===== src/hdl/nnu_pkg.sv =====
// Shared types and constants for the nearest-neighbor upscaler.
`default_nettype none
package nnu_pkg;

  localparam int CFG_IDX_W  = 2;
  localparam int CFG_DATA_W = 11;
  localparam int DIM_REG_W  = 11;
  localparam int SCALE_REG_W = 4;
  localparam int ADDR_W     = 26;

  typedef enum logic [CFG_IDX_W-1:0] {
    REG_SRC_WIDTH  = 2'd0,
    REG_SRC_HEIGHT = 2'd1,
    REG_SCALE      = 2'd2
  } cfg_reg_t;

  typedef struct packed {
    logic load;
    logic mul;
    logic base;
    logic step;
  } nnu_cmd_t;

  typedef struct packed {
    logic last;
  } nnu_sts_t;

endpackage
`default_nettype wire


===== src/hdl/nnu_in_if.sv =====
// Source pixel request channel.
`default_nettype none
interface nnu_in_if #(
  parameter int PIXEL_BITS = 8
);
  logic                  valid;
  logic                  ready;
  logic [PIXEL_BITS-1:0] pixel_in;

  modport source (output valid, output pixel_in, input ready);
  modport sink   (input valid, input pixel_in, output ready);
endinterface
`default_nettype wire


===== src/hdl/nnu_out_if.sv =====
// Destination write request channel.
`default_nettype none
interface nnu_out_if #(
  parameter int PIXEL_BITS = 8
);
  logic                      valid;
  logic                      ready;
  logic [nnu_pkg::ADDR_W-1:0] dest_addr;
  logic [PIXEL_BITS-1:0]     pixel_out;
  logic                      last_of_run;

  modport source (output valid, output dest_addr, output pixel_out, output last_of_run,
                  input ready);
  modport sink   (input valid, input dest_addr, input pixel_out, input last_of_run,
                  output ready);
endinterface
`default_nettype wire


===== src/hdl/nnu_cfg_if.sv =====
// Configuration register write channel.
`default_nettype none
interface nnu_cfg_if;
  logic                           valid;
  logic                           ready;
  logic [nnu_pkg::CFG_IDX_W-1:0]  index;
  logic [nnu_pkg::CFG_DATA_W-1:0] data;

  modport source (output valid, output index, output data, input ready);
  modport sink   (input valid, input index, input data, output ready);
endinterface
`default_nettype wire


===== src/hdl/nearest_neighbor_upscaler.sv =====
// Top level: nearest-neighbor integer upscaler.
// Takes one source pixel per request in row-major order and issues scale x scale
// write requests for it, each with its address in the scaled frame
// (row width = source width x scale); the final write of each pixel has
// last_of_run set. For each pixel the block has the accepting cycle, the address
// setup (row, column and width products, then the base address) and the writes,
// one per cycle unless the output stalls, from the replica counters into the
// single output register. A new pixel is accepted only after the last write of
// the previous one is taken. Register writes are accepted at any time (ready is
// tied high) and must only be issued while the block is idle.
`default_nettype none
module nearest_neighbor_upscaler #(
  parameter int MAX_WIDTH  = 1024,
  parameter int MAX_HEIGHT = 1024,
  parameter int MAX_SCALE  = 8,
  parameter int PIXEL_BITS = 8
) (
  input  wire logic  clk,
  input  wire logic  rst_n,
  nnu_in_if.sink     in_if,
  nnu_out_if.source  out_if,
  nnu_cfg_if.sink    cfg_if
);
  import nnu_pkg::*;

  localparam int CW = $clog2(MAX_WIDTH + 1);
  localparam int HW = $clog2(MAX_HEIGHT + 1);
  localparam int SW = $clog2(MAX_SCALE + 1);

  logic [CW-1:0] width_eff;
  logic [HW-1:0] height_eff;
  logic [SW-1:0] scale_eff;
  nnu_cmd_t      cmd;
  nnu_sts_t      sts;

  assign cfg_if.ready = 1'b1;

  nnu_cfg_regs #(
    .MAX_WIDTH (MAX_WIDTH),
    .MAX_HEIGHT(MAX_HEIGHT),
    .MAX_SCALE (MAX_SCALE),
    .CW        (CW),
    .HW        (HW),
    .SW        (SW)
  ) u_cfg (
    .clk       (clk),
    .rst_n     (rst_n),
    .wr_en     (cfg_if.valid),
    .wr_index  (cfg_if.index),
    .wr_data   (cfg_if.data),
    .width_eff (width_eff),
    .height_eff(height_eff),
    .scale_eff (scale_eff)
  );

  nnu_ctrl u_ctrl (
    .clk      (clk),
    .rst_n    (rst_n),
    .in_valid (in_if.valid),
    .in_ready (in_if.ready),
    .out_valid(out_if.valid),
    .out_ready(out_if.ready),
    .cmd      (cmd),
    .sts      (sts)
  );

  nnu_dpath #(
    .MAX_WIDTH (MAX_WIDTH),
    .MAX_HEIGHT(MAX_HEIGHT),
    .MAX_SCALE (MAX_SCALE),
    .PIXEL_BITS(PIXEL_BITS),
    .CW        (CW),
    .HW        (HW),
    .SW        (SW)
  ) u_dpath (
    .clk        (clk),
    .rst_n      (rst_n),
    .cmd        (cmd),
    .sts        (sts),
    .width_eff  (width_eff),
    .height_eff (height_eff),
    .scale_eff  (scale_eff),
    .pixel_in   (in_if.pixel_in),
    .dest_addr  (out_if.dest_addr),
    .pixel_out  (out_if.pixel_out),
    .last_of_run(out_if.last_of_run)
  );

endmodule
`default_nettype wire


===== src/hdl/nnu_cfg_regs.sv =====
// Configuration registers with range clamping.
`default_nettype none
module nnu_cfg_regs #(
  parameter int MAX_WIDTH  = 1024,
  parameter int MAX_HEIGHT = 1024,
  parameter int MAX_SCALE  = 8,
  parameter int CW = $clog2(MAX_WIDTH + 1),
  parameter int HW = $clog2(MAX_HEIGHT + 1),
  parameter int SW = $clog2(MAX_SCALE + 1)
) (
  input  wire logic                           clk,
  input  wire logic                           rst_n,
  input  wire logic                           wr_en,
  input  wire logic [nnu_pkg::CFG_IDX_W-1:0]  wr_index,
  input  wire logic [nnu_pkg::CFG_DATA_W-1:0] wr_data,
  output logic [CW-1:0]                       width_eff,
  output logic [HW-1:0]                       height_eff,
  output logic [SW-1:0]                       scale_eff
);
  import nnu_pkg::*;

  logic [DIM_REG_W-1:0]   src_width_r;
  logic [DIM_REG_W-1:0]   src_height_r;
  logic [SCALE_REG_W-1:0] scale_r;

  always_ff @(posedge clk) begin
    if (!rst_n) begin
      src_width_r  <= DIM_REG_W'(1024);
      src_height_r <= DIM_REG_W'(1024);
      scale_r      <= SCALE_REG_W'(2);
    end else if (wr_en) begin
      unique case (cfg_reg_t'(wr_index))
        REG_SRC_WIDTH:  src_width_r  <= wr_data[DIM_REG_W-1:0];
        REG_SRC_HEIGHT: src_height_r <= wr_data[DIM_REG_W-1:0];
        REG_SCALE:      scale_r      <= wr_data[SCALE_REG_W-1:0];
        default: ;
      endcase
    end
  end

  always_comb begin
    if (src_width_r == '0)                      width_eff = CW'(1);
    else if (32'(src_width_r) > 32'(MAX_WIDTH)) width_eff = CW'(MAX_WIDTH);
    else                                        width_eff = CW'(src_width_r);

    if (src_height_r == '0)                       height_eff = HW'(1);
    else if (32'(src_height_r) > 32'(MAX_HEIGHT)) height_eff = HW'(MAX_HEIGHT);
    else                                          height_eff = HW'(src_height_r);

    if (scale_r == '0)                      scale_eff = SW'(1);
    else if (32'(scale_r) > 32'(MAX_SCALE)) scale_eff = SW'(MAX_SCALE);
    else                                    scale_eff = SW'(scale_r);
  end

endmodule
`default_nettype wire


===== src/hdl/nnu_ctrl.sv =====
// Sequencer: accept, address setup, replica emission.
`default_nettype none
module nnu_ctrl (
  input  wire logic              clk,
  input  wire logic              rst_n,
  input  wire logic              in_valid,
  output logic                   in_ready,
  output logic                   out_valid,
  input  wire logic              out_ready,
  output nnu_pkg::nnu_cmd_t      cmd,
  input  wire nnu_pkg::nnu_sts_t sts
);
  import nnu_pkg::*;

  typedef enum logic [1:0] {
    ST_IDLE,
    ST_MUL,
    ST_BASE,
    ST_EMIT
  } state_t;

  state_t state_r, state_nxt;

  always_comb begin
    state_nxt = state_r;
    unique case (state_r)
      ST_IDLE: if (in_valid) state_nxt = ST_MUL;
      ST_MUL:  state_nxt = ST_BASE;
      ST_BASE: state_nxt = ST_EMIT;
      ST_EMIT: if (out_ready && sts.last) state_nxt = ST_IDLE;
      default: state_nxt = ST_IDLE;
    endcase
  end

  always_ff @(posedge clk) begin
    if (!rst_n) state_r <= ST_IDLE;
    else        state_r <= state_nxt;
  end

  assign in_ready  = (state_r == ST_IDLE);
  assign out_valid = (state_r == ST_EMIT);

  always_comb begin
    cmd.load = in_ready && in_valid;
    cmd.mul  = (state_r == ST_MUL);
    cmd.base = (state_r == ST_BASE);
    cmd.step = out_valid && out_ready && !sts.last;
  end

endmodule
`default_nettype wire


===== src/hdl/nnu_dpath.sv =====
// Position counters, address arithmetic and replica counters.
`default_nettype none
module nnu_dpath #(
  parameter int MAX_WIDTH  = 1024,
  parameter int MAX_HEIGHT = 1024,
  parameter int MAX_SCALE  = 8,
  parameter int PIXEL_BITS = 8,
  parameter int CW = $clog2(MAX_WIDTH + 1),
  parameter int HW = $clog2(MAX_HEIGHT + 1),
  parameter int SW = $clog2(MAX_SCALE + 1)
) (
  input  wire logic                        clk,
  input  wire logic                        rst_n,
  input  wire nnu_pkg::nnu_cmd_t           cmd,
  output nnu_pkg::nnu_sts_t                sts,
  input  wire logic [CW-1:0]               width_eff,
  input  wire logic [HW-1:0]               height_eff,
  input  wire logic [SW-1:0]               scale_eff,
  input  wire logic [PIXEL_BITS-1:0]       pixel_in,
  output logic [nnu_pkg::ADDR_W-1:0]       dest_addr,
  output logic [PIXEL_BITS-1:0]            pixel_out,
  output logic                             last_of_run
);
  import nnu_pkg::*;

  localparam int RSW = HW + SW;
  localparam int DWW = CW + SW;
  localparam int PW  = RSW + DWW;

  logic [HW-1:0]         src_row_r;
  logic [CW-1:0]         src_col_r;
  logic [HW-1:0]         cur_row_r;
  logic [CW-1:0]         cur_col_r;
  logic [PIXEL_BITS-1:0] pix_r;
  logic [RSW-1:0]        row_s_r;
  logic [DWW-1:0]        dest_w_r;
  logic [DWW-1:0]        col_s_r;
  logic [ADDR_W-1:0]     row_base_r;
  logic [ADDR_W-1:0]     addr_r;
  logic [SW-1:0]         rep_r_r;
  logic [SW-1:0]         rep_c_r;

  logic [HW-1:0] adj_row, row_inc, nxt_row;
  logic [CW-1:0] adj_col, col_inc, nxt_col;
  logic [SW-1:0] s_max;
  logic          col_end;
  logic [PW-1:0] base_full;

  // wrap a stale position, then advance past the current pixel
  always_comb begin
    adj_col = src_col_r;
    adj_row = src_row_r;
    if (src_col_r >= width_eff) begin
      adj_col = '0;
      adj_row = src_row_r + HW'(1);
    end
    if (adj_row >= height_eff) adj_row = '0;

    col_inc = adj_col + CW'(1);
    row_inc = adj_row + HW'(1);
    nxt_col = col_inc;
    nxt_row = adj_row;
    if (col_inc >= width_eff) begin
      nxt_col = '0;
      nxt_row = (row_inc >= height_eff) ? '0 : row_inc;
    end
  end

  assign s_max     = scale_eff - SW'(1);
  assign col_end   = (rep_c_r == s_max);
  assign base_full = PW'(row_s_r) * PW'(dest_w_r) + PW'(col_s_r);

  always_ff @(posedge clk) begin
    if (!rst_n) begin
      src_row_r <= '0;
      src_col_r <= '0;
    end else if (cmd.load) begin
      src_row_r <= nxt_row;
      src_col_r <= nxt_col;
    end
  end

  always_ff @(posedge clk) begin
    if (cmd.load) begin
      cur_row_r <= adj_row;
      cur_col_r <= adj_col;
      pix_r     <= pixel_in;
    end
    if (cmd.mul) begin
      row_s_r  <= RSW'(cur_row_r) * RSW'(scale_eff);
      dest_w_r <= DWW'(width_eff) * DWW'(scale_eff);
      col_s_r  <= DWW'(cur_col_r) * DWW'(scale_eff);
    end
    if (cmd.base) begin
      row_base_r <= ADDR_W'(base_full);
      addr_r     <= ADDR_W'(base_full);
      rep_r_r    <= '0;
      rep_c_r    <= '0;
    end else if (cmd.step) begin
      if (col_end) begin
        rep_c_r    <= '0;
        rep_r_r    <= rep_r_r + SW'(1);
        row_base_r <= row_base_r + ADDR_W'(dest_w_r);
        addr_r     <= row_base_r + ADDR_W'(dest_w_r);
      end else begin
        rep_c_r <= rep_c_r + SW'(1);
        addr_r  <= addr_r + ADDR_W'(1);
      end
    end
  end

  assign last_of_run = col_end && (rep_r_r == s_max);
  assign sts.last    = last_of_run;
  assign dest_addr   = addr_r;
  assign pixel_out   = pix_r;

endmodule
`default_nettype wire

===== src/flat_wrapper.sv =====
// flat-port wrapper written by rule: the top's interface ports become plain ports
module nearest_neighbor_upscaler_flat import nnu_pkg::*;
#(
  parameter int MAX_WIDTH  = 1024,
  parameter int MAX_HEIGHT = 1024,
  parameter int MAX_SCALE  = 8,
  parameter int PIXEL_BITS = 8
)
  (clk, rst_n, in_if_valid, in_if_pixel_in, in_if_ready, out_if_valid, out_if_dest_addr, out_if_pixel_out, out_if_last_of_run, out_if_ready, cfg_if_valid, cfg_if_index, cfg_if_data, cfg_if_ready);
  nnu_in_if #(.PIXEL_BITS(PIXEL_BITS)) in_if_i ();
  nnu_out_if #(.PIXEL_BITS(PIXEL_BITS)) out_if_i ();
  nnu_cfg_if cfg_if_i ();
  input  wire logic clk;
  input  wire logic rst_n;
  input wire logic [$bits(in_if_i.valid)-1:0] in_if_valid;
  input wire logic [$bits(in_if_i.pixel_in)-1:0] in_if_pixel_in;
  output wire logic [$bits(in_if_i.ready)-1:0] in_if_ready;
  output wire logic [$bits(out_if_i.valid)-1:0] out_if_valid;
  output wire logic [$bits(out_if_i.dest_addr)-1:0] out_if_dest_addr;
  output wire logic [$bits(out_if_i.pixel_out)-1:0] out_if_pixel_out;
  output wire logic [$bits(out_if_i.last_of_run)-1:0] out_if_last_of_run;
  input wire logic [$bits(out_if_i.ready)-1:0] out_if_ready;
  input wire logic [$bits(cfg_if_i.valid)-1:0] cfg_if_valid;
  input wire logic [$bits(cfg_if_i.index)-1:0] cfg_if_index;
  input wire logic [$bits(cfg_if_i.data)-1:0] cfg_if_data;
  output wire logic [$bits(cfg_if_i.ready)-1:0] cfg_if_ready;
  assign in_if_i.valid = in_if_valid;
  assign in_if_i.pixel_in = in_if_pixel_in;
  assign in_if_ready = in_if_i.ready;
  assign out_if_valid = out_if_i.valid;
  assign out_if_dest_addr = out_if_i.dest_addr;
  assign out_if_pixel_out = out_if_i.pixel_out;
  assign out_if_last_of_run = out_if_i.last_of_run;
  assign out_if_i.ready = out_if_ready;
  assign cfg_if_i.valid = cfg_if_valid;
  assign cfg_if_i.index = cfg_if_index;
  assign cfg_if_i.data = cfg_if_data;
  assign cfg_if_ready = cfg_if_i.ready;
  nearest_neighbor_upscaler #(.MAX_WIDTH(MAX_WIDTH), .MAX_HEIGHT(MAX_HEIGHT), .MAX_SCALE(MAX_SCALE), .PIXEL_BITS(PIXEL_BITS)) u_core (.clk(clk), .rst_n(rst_n), .in_if(in_if_i), .out_if(out_if_i), .cfg_if(cfg_if_i));
endmodule

===== config.mk =====
export PLATFORM = sky130hd
export DESIGN_NAME = nearest_neighbor_upscaler_flat
export DESIGN_NICKNAME = d
export VERILOG_FILES = /design/src/hdl/nnu_pkg.sv /design/src/hdl/nnu_in_if.sv /design/src/hdl/nnu_out_if.sv /design/src/hdl/nnu_cfg_if.sv /design/src/hdl/nearest_neighbor_upscaler.sv /design/src/hdl/nnu_cfg_regs.sv /design/src/hdl/nnu_ctrl.sv /design/src/hdl/nnu_dpath.sv /design/src/flat_wrapper.sv
export SDC_FILE = /design/constraint.sdc
export NUM_CORES = 1
export LEC_CHECK = 0
export ABC_AREA = 1
export BUFFER_PORTS_ARGS = -buffer_cell sky130_fd_sc_hd__buf_4
export CORE_ASPECT_RATIO = 0.8
export CORE_MARGIN = 5
export CORE_UTILIZATION = 40
export DETAILED_ROUTE_END_ITERATION = 7
export PLACE_DENSITY = 0.58
export REMOVE_ABC_BUFFERS = 1
export SLEW_MARGIN = 40
export SYNTH_ARGS = -nofsm -noshare
export SYNTH_HDL_FRONTEND = slang
export SYNTH_SLANG_ARGS = --single-unit

===== constraint.sdc =====
create_clock -name clk -period 7.9 [get_ports clk]
set_clock_uncertainty 0.05 [all_clocks]
set_input_delay 1.58 -clock clk [delete_from_list [all_inputs] [get_ports clk]]
set_output_delay 1.58 -clock clk [all_outputs]
set_load 0.005 [all_outputs]

# == After elaboration in Yosys (flattened, before gate mapping) ==
# Cells that the tools add are included.
# word_totals
register_bits,185
in_bits,26
output_inout_bits,38
elab_cells,86
# op_classes
n_addsub,9
mul,4
magnitude_cmp,7
eq_ne,9
n_mux,22
reduce_logical,19
# op_table
op,count
$mux 26,6
$mux 11,10
$add 26x15->26,2
$mul 11x4->15,3
$ge 11x11->1,4
$add 11x1->11 const B,3
$add 26x1->26 const B,1
$mul 15x15->26,1
$gt 11x11->1 const B,2
$logic_not 11->1,2
$mux 4,3
$reduce_and 2->1,6
$add 4x1->4 const B,2
$eq 4x4->1,2
$pmux 2 s4,1
$eq 2x2->1 const B,3
$logic_and 1x1->1,5
$eq 2x1->1 const B,2
$gt 4x4->1 const B,1
$logic_not 2->1,2
$logic_not 4->1,1
$mux 2,2
$reduce_bool 2->1,2
$sub 4x1->4 const B,1
other kinds (3),3

# == Longest topological paths before layout ==
# Gate-level depths: netlist of run 1.
# depth
depth_word,11
depth_mapped,50
depth_no_buf,47

# == Hierarchy ==
# From an unflattened synthesis of run 1, not the netlist that was laid out.
# hier_totals
hier_cells,2769
hier_area_um2,22086.2
# by_module_without_submodules
module,instances,cells_per_inst,area_per_inst_um2,seq_area_each_um2
nnu_dpath,1,2560,20677.3,4414.2
nnu_cfg_regs,1,181,1223.7,520.5
nnu_ctrl,1,26,173.9,40.0
nearest_neighbor_upscaler,1,2,11.3,0.0

# == Worst setup path before layout of run 1 ==
# No wires, ideal clock.
# synth_timing
kind,register to register
from,reg u_core.u_cfg.src_width_r[0]
to,reg u_core.u_dpath.src_row_r[1]
setup_time_ns,0.056
t_arrival_ns,5.982
t_required_ns,7.794
setup_slack_ns,1.811
stages_incl_launch_ff,44
path_buffers,3
period_less_slack_ns,6.089
path_cell_list,dfxtp_1 or2_2 nor4_1 nand3_1 nand2_1 inv_1 nor2_1 inv_1 ha_1 nand2_1 inv_2 nand2_1 nand2_1 a21oi_4 nand2_4 buf_12 buf_12 nand2_1 [8 not listed] inv_1 ha_1 inv_1 nor2_1 nand4_1 and2_1 ha_1 a21oi_1 nor2_1 a211oi_1 nand3_1 a21oi_1 nand2_1 nor2_1 nand2_1 o221ai_1 nand2_1 inv_1
# synth_between
elab_chain_len,11
elab_cells_between_ends,15
classes_between,add/sub (2); order compare (5); mux (7); reduce/logical (1)
# synth_rtl
element,line,text
start: declaration,nnu_cfg_regs.sv:22,logic [DIM_REG_W-1:0] src_width_r;
start signal: assignment,nnu_cfg_regs.sv:33,REG_SRC_WIDTH: src_width_r <= wr_data[DIM_REG_W-1:0];
$gt 11x11->1,nnu_cfg_regs.sv:43,else if (32'(src_width_r) > 32'(MAX_WIDTH)) width_eff = CW'(MAX_WIDTH);
$mux 11,nnu_cfg_regs.sv:43,
$mux 11 *,nnu_cfg_regs.sv:42,if (src_width_r == '0) width_eff = CW'(1);
$ge 11x11->1 *,nnu_dpath.sv:53,if (src_col_r >= width_eff) begin
$mux 11 *,nnu_dpath.sv:53,
$ge 11x11->1,nnu_dpath.sv:57,if (adj_row >= height_eff) adj_row = '0;
$mux 11 *,nnu_dpath.sv:57,
via u_core.u_dpath.adj_row[0],nnu_dpath.sv:43,"logic [HW-1:0] adj_row, row_inc, nxt_row;"
$add 11x1->11 *,nnu_dpath.sv:60,row_inc = adj_row + HW'(1);
$ge 11x11->1,nnu_dpath.sv:65,nxt_row = (row_inc >= height_eff) ? '0 : row_inc;
$mux 11 *,nnu_dpath.sv:65,
$mux 11 *,nnu_dpath.sv:63,if (col_inc >= width_eff) begin
end signal: assignment,nnu_dpath.sv:78,src_row_r <= nxt_row;
end: declaration,nnu_dpath.sv:30,logic [HW-1:0] src_row_r;
# The timed path passes the listed nets; every way through them passes the cells marked *.
# A chain may end at the register's enable or synchronous reset.

# == Worst setup path in the final report of run 1 ==
# Ends and elaborated chain as after synthesis.

==> impl_results.md, run 1 <==
- Cell Area, Synth: 21830 um2
- Critical path capture point type: flop
- FFs w/ async S/R, synth: 0%
- Final setup viols: 0
- CTS tree: done
- Final wirelength: 59740 um
- Reg2Reg Depth: 45
- Starting Density: 40.49%
- DRC Markers: 0
- Clock latency on the worst-skew pair: 490 ps
- Final RePlAce weighted congestion: 0.9187
- Fin worst setup slack: 784.2 ps
- Clock Pin Slew Worst Setup and Hold Paths: 80 ps
- Tcrit/Tclk final: 90.07%
- Via density per instance: 5.105
- Highest Signal Layer: met4
- Die Y: 219.0 um
- Critical path's slowest cell: nand2_4
- Number of gates resized after CTS: 0
- First-pass GRT wire length: 98240 um
- Startpoint Class: flop
- Required time of the critical path: 8290 ps
- EDFF count, synth: 127
- Hold path depth: 2
- CTS Buffer Depth: 2
- Setup TNS Final: 0 ps
- Vias in the first global route: 18230
- I/O pin count: 64
- Status: completed
- Met3 Wirelength: 3756 um
- I/O Buffers: 62
- Via count: 17930
- Met2 routed WL: 25400 um
- Iter 0 DRT Violations: 1154
- Yosys warns: 0
- CTS Buf Count: 17
- Max Cap Violations: 0
- Most used flip-flop cell after synthesis: edfxtp_1
- Crit path DAT: 7510 ps
- Max-slew violation count: 0
- Hold Violations, Final: 0
- Peak Freq: 140.5 MHz
- Post-synthesis sequential area ratio: 22.79%
- Hold WS: 419.1 ps
- Layout Nets: 3262
- CP Max Fanout: 20
- Most used cell, CP: nand2_1
- ANT nets after route: 0
- Hold Crit Class: flop to flop
- Core Footprint: 53920 um2
- Routed len/inst: 17.01 um
- Largest net degree at the start of global routing: 51
- Slowest cell delay on critical path: 350 ps
- Die Width: 271.2 um
- Dpl cell area: 23020 um2
- RSZ-0062 raised after global routing: no
- Pre-CTS setup slack: 834.7 ps
- Synthesized area per cell: 7.902 um2
- Remaining global-route overflow: 0
- Share of cells above drive strength 1: 6.584%
- Post-DP HPWL: 48170 um
- Distinct cells, synth: 57
- H-Tree Depth: 4
- Die area: 59380 um2
- Initial antenna violation count: 0
- Yosys reg bits: 185
- GRT Util Overall: 20.80%
- Pre-Repair DR Iteration Count: 5
- Slew @ Worst Pin: 858.9 ps
- Cells after Synth: 2763
- CTS root buffer: clkbuf_16
- M1 WL: 29760 um
- N_diodes: 0
- Post-layout instance area: 23670 um2
- Total clock sinks: 185
- Rows: 76
- WS Path Type: flop to flop
- Relative slew slack: 42.74%
- Final Critical Period: 7116 ps
- Area Overhead vs Synth: 8.407%
-- kinds of logic (layout without fill, tap and decap cells) --
logic type | Yosys count | in the layout | share of synthesized area (%)
simple gates | 1050 | 1050 | 20.30
buf+inv | 630 | 677 | 11.09
other cells | 1 | 1 | 0.01718
xor+xnor | 97 | 97 | 3.891
fa+ha+maj | 439 | 439 | 33.10
compound gates | 361 | 361 | 8.814
flops | 185 | 185 | 22.79
-- cell type report --
cell class              count  area (um2)
flip-flops and latches    185        4975
clock inverters            14       148.9
fillers                  5411       30250
inverters                 560        2107
repair buffers             85       656.9
multi-input cells        1948       14450
clock buffers              18       450.4
well taps                 702       878.3
-- layer usage --
layer	vias up	track usage (%)
met5	-	0
li1	8695	-
met1	8720	30.77
met3	55	3.771
met4	0	4.890
met2	458	31.82
-- critical path: cells and delay by family (launching register included) --
| family | cells | cell delay (ps) |
|---|---|---|
| compound gates | 4 | 580 |
| fa+ha+maj | 4 | 1200 |
| flops | 1 | 330 |
| simple gates | 29 | 3910 |
| buf+inv | 8 | 960 |
-- worst paths after layout --
check / startpoint / to / slack (ps)
setup / recovery: u_core.u_cfg.src_width_r[0] / u_core.u_dpath.src_row_r[1] / 780
hold / removal: u_core.u_cfg.scale_r[1] / u_core.u_cfg.scale_r[1] / 420
setup reg to reg: u_core.u_cfg.src_width_r[0] / u_core.u_dpath.src_row_r[1] / 780
hold reg to reg: u_core.u_cfg.scale_r[1] / u_core.u_cfg.scale_r[1] / 420
-- timing repair --
action,4_1_cts,5_1_grt
buffers inserted,0,1
hold endpoints to repair,0,0
hold buffers,0,0
endpoints found under the setup margin,0,4
-- cell usage in the layout, fill, tap and decap left out, types with 12 or more instances in the layout --
cell type,instances
nand2_1,663
inv_1,543
fa_1,231
ha_1,207
nor2_1,189
a21oi_1,158
o21ai_0,158
edfxtp_1,127
nand3_1,89
buf_4,81
dfxtp_1,58
xor2_1,57
xnor2_1,40
nand4_1,22
clkbuf_16,18
nor3_1,15
nand2_2,13
inv_2,12
-- synth_stat cells, types with 6 or more instances --
library cell | instances | area (um2)
clkbuf_1 | 60 | 225.2
nand4_1 | 22 | 137.6
nand2_1 | 664 | 2492
o211ai_1 | 11 | 82.58
xor2_1 | 57 | 499.2
nor2_4 | 8 | 90.09
nand2_2 | 12 | 75.07
a21oi_1 | 158 | 790.8
edfxtp_1 | 127 | 3814
ha_1 | 208 | 2603
nor4_1 | 7 | 43.79
buf_2 | 6 | 30.03
nor3_1 | 15 | 75.07
nor2_1 | 189 | 709.4
xnor2_1 | 40 | 350.3
o21ai_0 | 158 | 790.8
inv_2 | 12 | 45.04
nand3_1 | 89 | 445.4
inv_1 | 543 | 2038
nand3_2 | 6 | 60.06
fa_1 | 231 | 4624
nor2_2 | 7 | 43.79
dfxtp_1 | 58 | 1161
-- flip-flops by register name, indices dropped and copies added, names as in the netlist --
| register | cells |
|---|---|
| u_core.u_dpath.row_base_r | 26 |
| u_core.u_dpath.row_s_r | 15 |
| u_core.u_dpath.src_row_r | 11 |
| u_core.u_dpath.cur_row_r | 11 |
| u_core.u_cfg.src_width_r | 11 |
| u_core.u_dpath.src_col_r | 11 |
| u_core.u_dpath.cur_col_r | 11 |
| u_core.u_cfg.src_height_r | 11 |
| u_core.u_dpath.rep_r_r | 4 |
| u_core.u_dpath.col_s_r | 15 |
| u_core.u_ctrl.state_r | 2 |
| u_core.u_dpath.pixel_out | 8 |
| u_core.u_dpath.dest_w_r | 15 |
| u_core.u_cfg.scale_r | 4 |
| u_core.u_dpath.dest_addr | 26 |
| u_core.u_dpath.rep_c_r | 4 |
-- stage by stage --
step	utilization, %	cells
after global placement	42.66	3475
after floorplan	-	2693
after global routing	43.90	3512
after CTS	43.82	3508
final	43.90	3512
after detailed placement	42.70	3476
Power of run 1 is not shown: default switching activity piles up to over one toggle a cycle in this logic, so the estimate is an artifact.
==> inputs of run 2 (changes only) <==
--- a/config.mk
+++ b/config.mk
@@ -16,4 +16,5 @@
 export SLEW_MARGIN = 40
 export SYNTH_ARGS = -nofsm -noshare
 export SYNTH_HDL_FRONTEND = slang
+export SYNTH_HIERARCHICAL = 1
 export SYNTH_SLANG_ARGS = --single-unit
==> impl_results.md, run 2 <==
- Status: completed
- Initial antenna violation count: 0 (unchanged)
- Critical path's slowest cell: nand4_4
- Via density per instance: 5.023 (-1.6%)
- Rows: 77 (+1.3%)
- Most frequent cells in the layout: 682 x nand2_1, 582 x inv_1, 231 x fa_1
- Post-CTS Setup Bufs: 0 (unchanged)
- Routed len/inst: 16.15 um (-5.1%)
- Remaining global-route overflow: 0 (unchanged)
- Final Critical Period: 6875 ps (-240.7 ps)
- CTS Buf Count: 17 (unchanged)
- Tcrit/Tclk final: 87.03% (-3.0 points)
- Simple-Gate Fraction of Synth Area: 20.52% (+0.22 points)
- WP buf/inv: 4 (-4)
- Delay-heaviest family, CP: simple AND/OR/NAND/NOR gates
- Mux share of post-synthesis cell area: 0% (unchanged)
- Final wirelength: 56660 um (-5.2%)
- Max Cap Violations: 0 (unchanged)
- Yosys warns: 6 (+6)
- GRT Util Overall: 19.45% (-1.4 points)
- Startpoint Class: flop
- First-pass GRT wire length: 93560 um (-4.8%)
- Starting Density: 40.22% (-0.28 points)
- FFs w/ async S/R, synth: 0% (unchanged)
- Synth top area share: 20.94% (-0.24 points)
- Clock Pin Slew Worst Setup and Hold Paths: 90 ps (about the same)
- Final core utilization: 43.30% (-0.60 points)
- I/O Buffers: 62 (unchanged)
- DRC Markers: 0 (unchanged)
- Slowest cell delay on critical path: 470 ps (+120 ps)
- Synth area leader: fa_1
- Die Y: 220.2 um (+0.55%)
- Synth Area in Compound Gates: 8.345% (-0.47 points)
- Cell Area, Synth: 22090 um2 (+1.2%)
- Cells after Synth: 2769 (+0.22%)
- Share of cells above drive strength 1: 7.327% (+0.74 points)
- Launch point of the worst reg-to-reg path: u_core/u_cfg/src_width_r[6]
- Post-DP HPWL: 46060 um (-4.4%)
- Post-Synth Adder-Cell Area: 32.72% (-0.38 points)
- Die Width: 272.7 um (+0.56%)
- Crit path DAT: 7240 ps (-270 ps)
- Setup TNS Final: 0 ps (unchanged)
- Number of gates resized after CTS: 0 (unchanged)
- Most common library cells after synthesis: 682 x nand2_1, 582 x inv_1, 231 x fa_1
- Largest family of logic cells by synthesized area: adder cells
- I/O pin count: 64 (unchanged)
- Worst setup startpoint: u_core/u_cfg/src_width_r[6]
- Hold_buf cts: 0 (unchanged)
- WS Path Type: flop to flop
- Yosys reg bits: 185 (unchanged)
- Non-Filler Instances: 3509 (-0.085%)
- Area Overhead vs Synth: 7.659%
- Synthesized area per cell: 7.976 um2 (+0.94%)
- Iter 0 DRT Violations: 1262 (+9.4%)
- Hold Crit Class: flop to flop
- Final setup viols: 0 (unchanged)
- Post-Place Cells: 3477 (+0.029%)
- XOR/XNOR Fraction of Synth Area: 4.113% (+0.22 points)
- Hold Violations, Final: 0 (unchanged)
- EDFF count, synth: 127 (unchanged)
- H-Tree Depth: 4 (unchanged)
- RSZ-0062 raised after global routing: no
- Largest net degree at the start of global routing: 46 (-9.8%)
- Most used cell, CP: a21oi_1
- Required time of the critical path: 8260 ps (-30 ps)
- Vias in the first global route: 17850 (-2.1%)
- Relative slew slack: 44.65% (+1.9 points)
- Most common cell after layout, fill and taps aside: nand2_1
- N_diodes: 0 (unchanged)
- Slew @ Worst Pin: 830.3 ps (-28.66 ps)
- CTS tree: done
- ANT nets after route: 0 (unchanged)
- Total clock sinks: 185 (unchanged)
- Most used flip-flop cell after synthesis: edfxtp_1
- Max-slew violation count: 0 (unchanged)
- Via count: 17620 (-1.7%)
- CP Max Fanout: 23 (+15%)
- Peak Freq: 145.5 MHz (+3.5%)
- Clock latency on the worst-skew pair: 490 ps (about the same)
- Critical path capture point type: flop
- Count leader, synth: nand2_1
- Core Footprint: 54920 um2 (+1.9%)
- Final RePlAce weighted congestion: 0.9295 (+1.2%)
- Distinct cells, synth: 59 (+3.5%)
- CTS Buffer Depth: 2 (unchanged)
- Layout Nets: 3250 (-0.37%)
- Post-synthesis sequential area ratio: 22.52% (-0.26 points)
- Worst Min Path Start: u_core/u_dpath/src_col_r[8]
- Top post-synthesis cells by area: fa_1 21%, edfxtp_1 17%, ha_1 12%
- Pre-Repair DR Iteration Count: 8 (+3)
- CTS root buffer: clkbuf_16
- Fillers: 5479 (+1.3%)
- Die area: 60040 um2 (+1.1%)
[run 2: path summary, 6_finish.rpt]
| path | to | slack, ps | cells past startpoint |
|---|---|---|---|
| min reg2reg | u_core/u_dpath/src_col_r[8] | 440 | 2 |
| min | u_core/u_dpath/src_col_r[8] | 440 | 2 |
| max | u_core/u_dpath/src_row_r[6] | 1020 | 36 |
| max reg2reg | u_core/u_dpath/src_row_r[6] | 1020 | 36 |
[run 2: per-layer routing]
layer / global-route usage, % / vias to the layer above / routed length [um]
met2: 30.15 / 417 / 24510
li1: - / 8652 / -
met4: 5.356 / 0 / 1119
met5: 0 / - / 0
met1: 28.44 / 8483 / 28140
met3: 3.079 / 72 / 2887
[run 2: tightest hold or removal path, stage by stage, from the launching register on]
cell     delay [ps]
dfxtp_1         330
nand2_1          60
a21oi_1          50
[run 2: final cells by class]
class / instances / area (um2) / share of cell area, %
repair buffers: 71 / 533.0 / 2.242
multi-input cells: 1911 / 14530 / 61.12
clock inverters: 15 / 170.2 / 0.7156
flip-flops and latches: 185 / 4975 / 20.92
clock buffers: 17 / 425.4 / 1.789
inverters: 599 / 2251 / 9.466
well taps: 711 / 889.6 / 3.741
[run 2: kinds of logic (layout without fill, tap and decap cells)]
| logic type | after synthesis | after routing |
|---|---|---|
| compound gates | 337 | 337 |
| xor+xnor | 102 | 102 |
| fa+ha+maj | 439 | 439 |
| buf+inv | 673 | 702 |
| flops | 185 | 185 |
| other cells | 1 | 1 |
| simple gates | 1032 | 1032 |
[run 2: through the flow]
| step | hold WS (ps) | setup slack [ps] | area [um2] |
|---|---|---|---|
| global placement | 415.0 | 1252 | 23170 |
| detailed placement | 432.2 | 1099 | 23180 |
| finish | 442.1 | 1025 | 23780 |
| CTS | 442.3 | 1075 | 23780 |
| global route | 456.6 | 320.4 | 23780 |
| floorplan | 393.8 | 2104 | 21740 |
Power of run 2 is left out for the same reason.
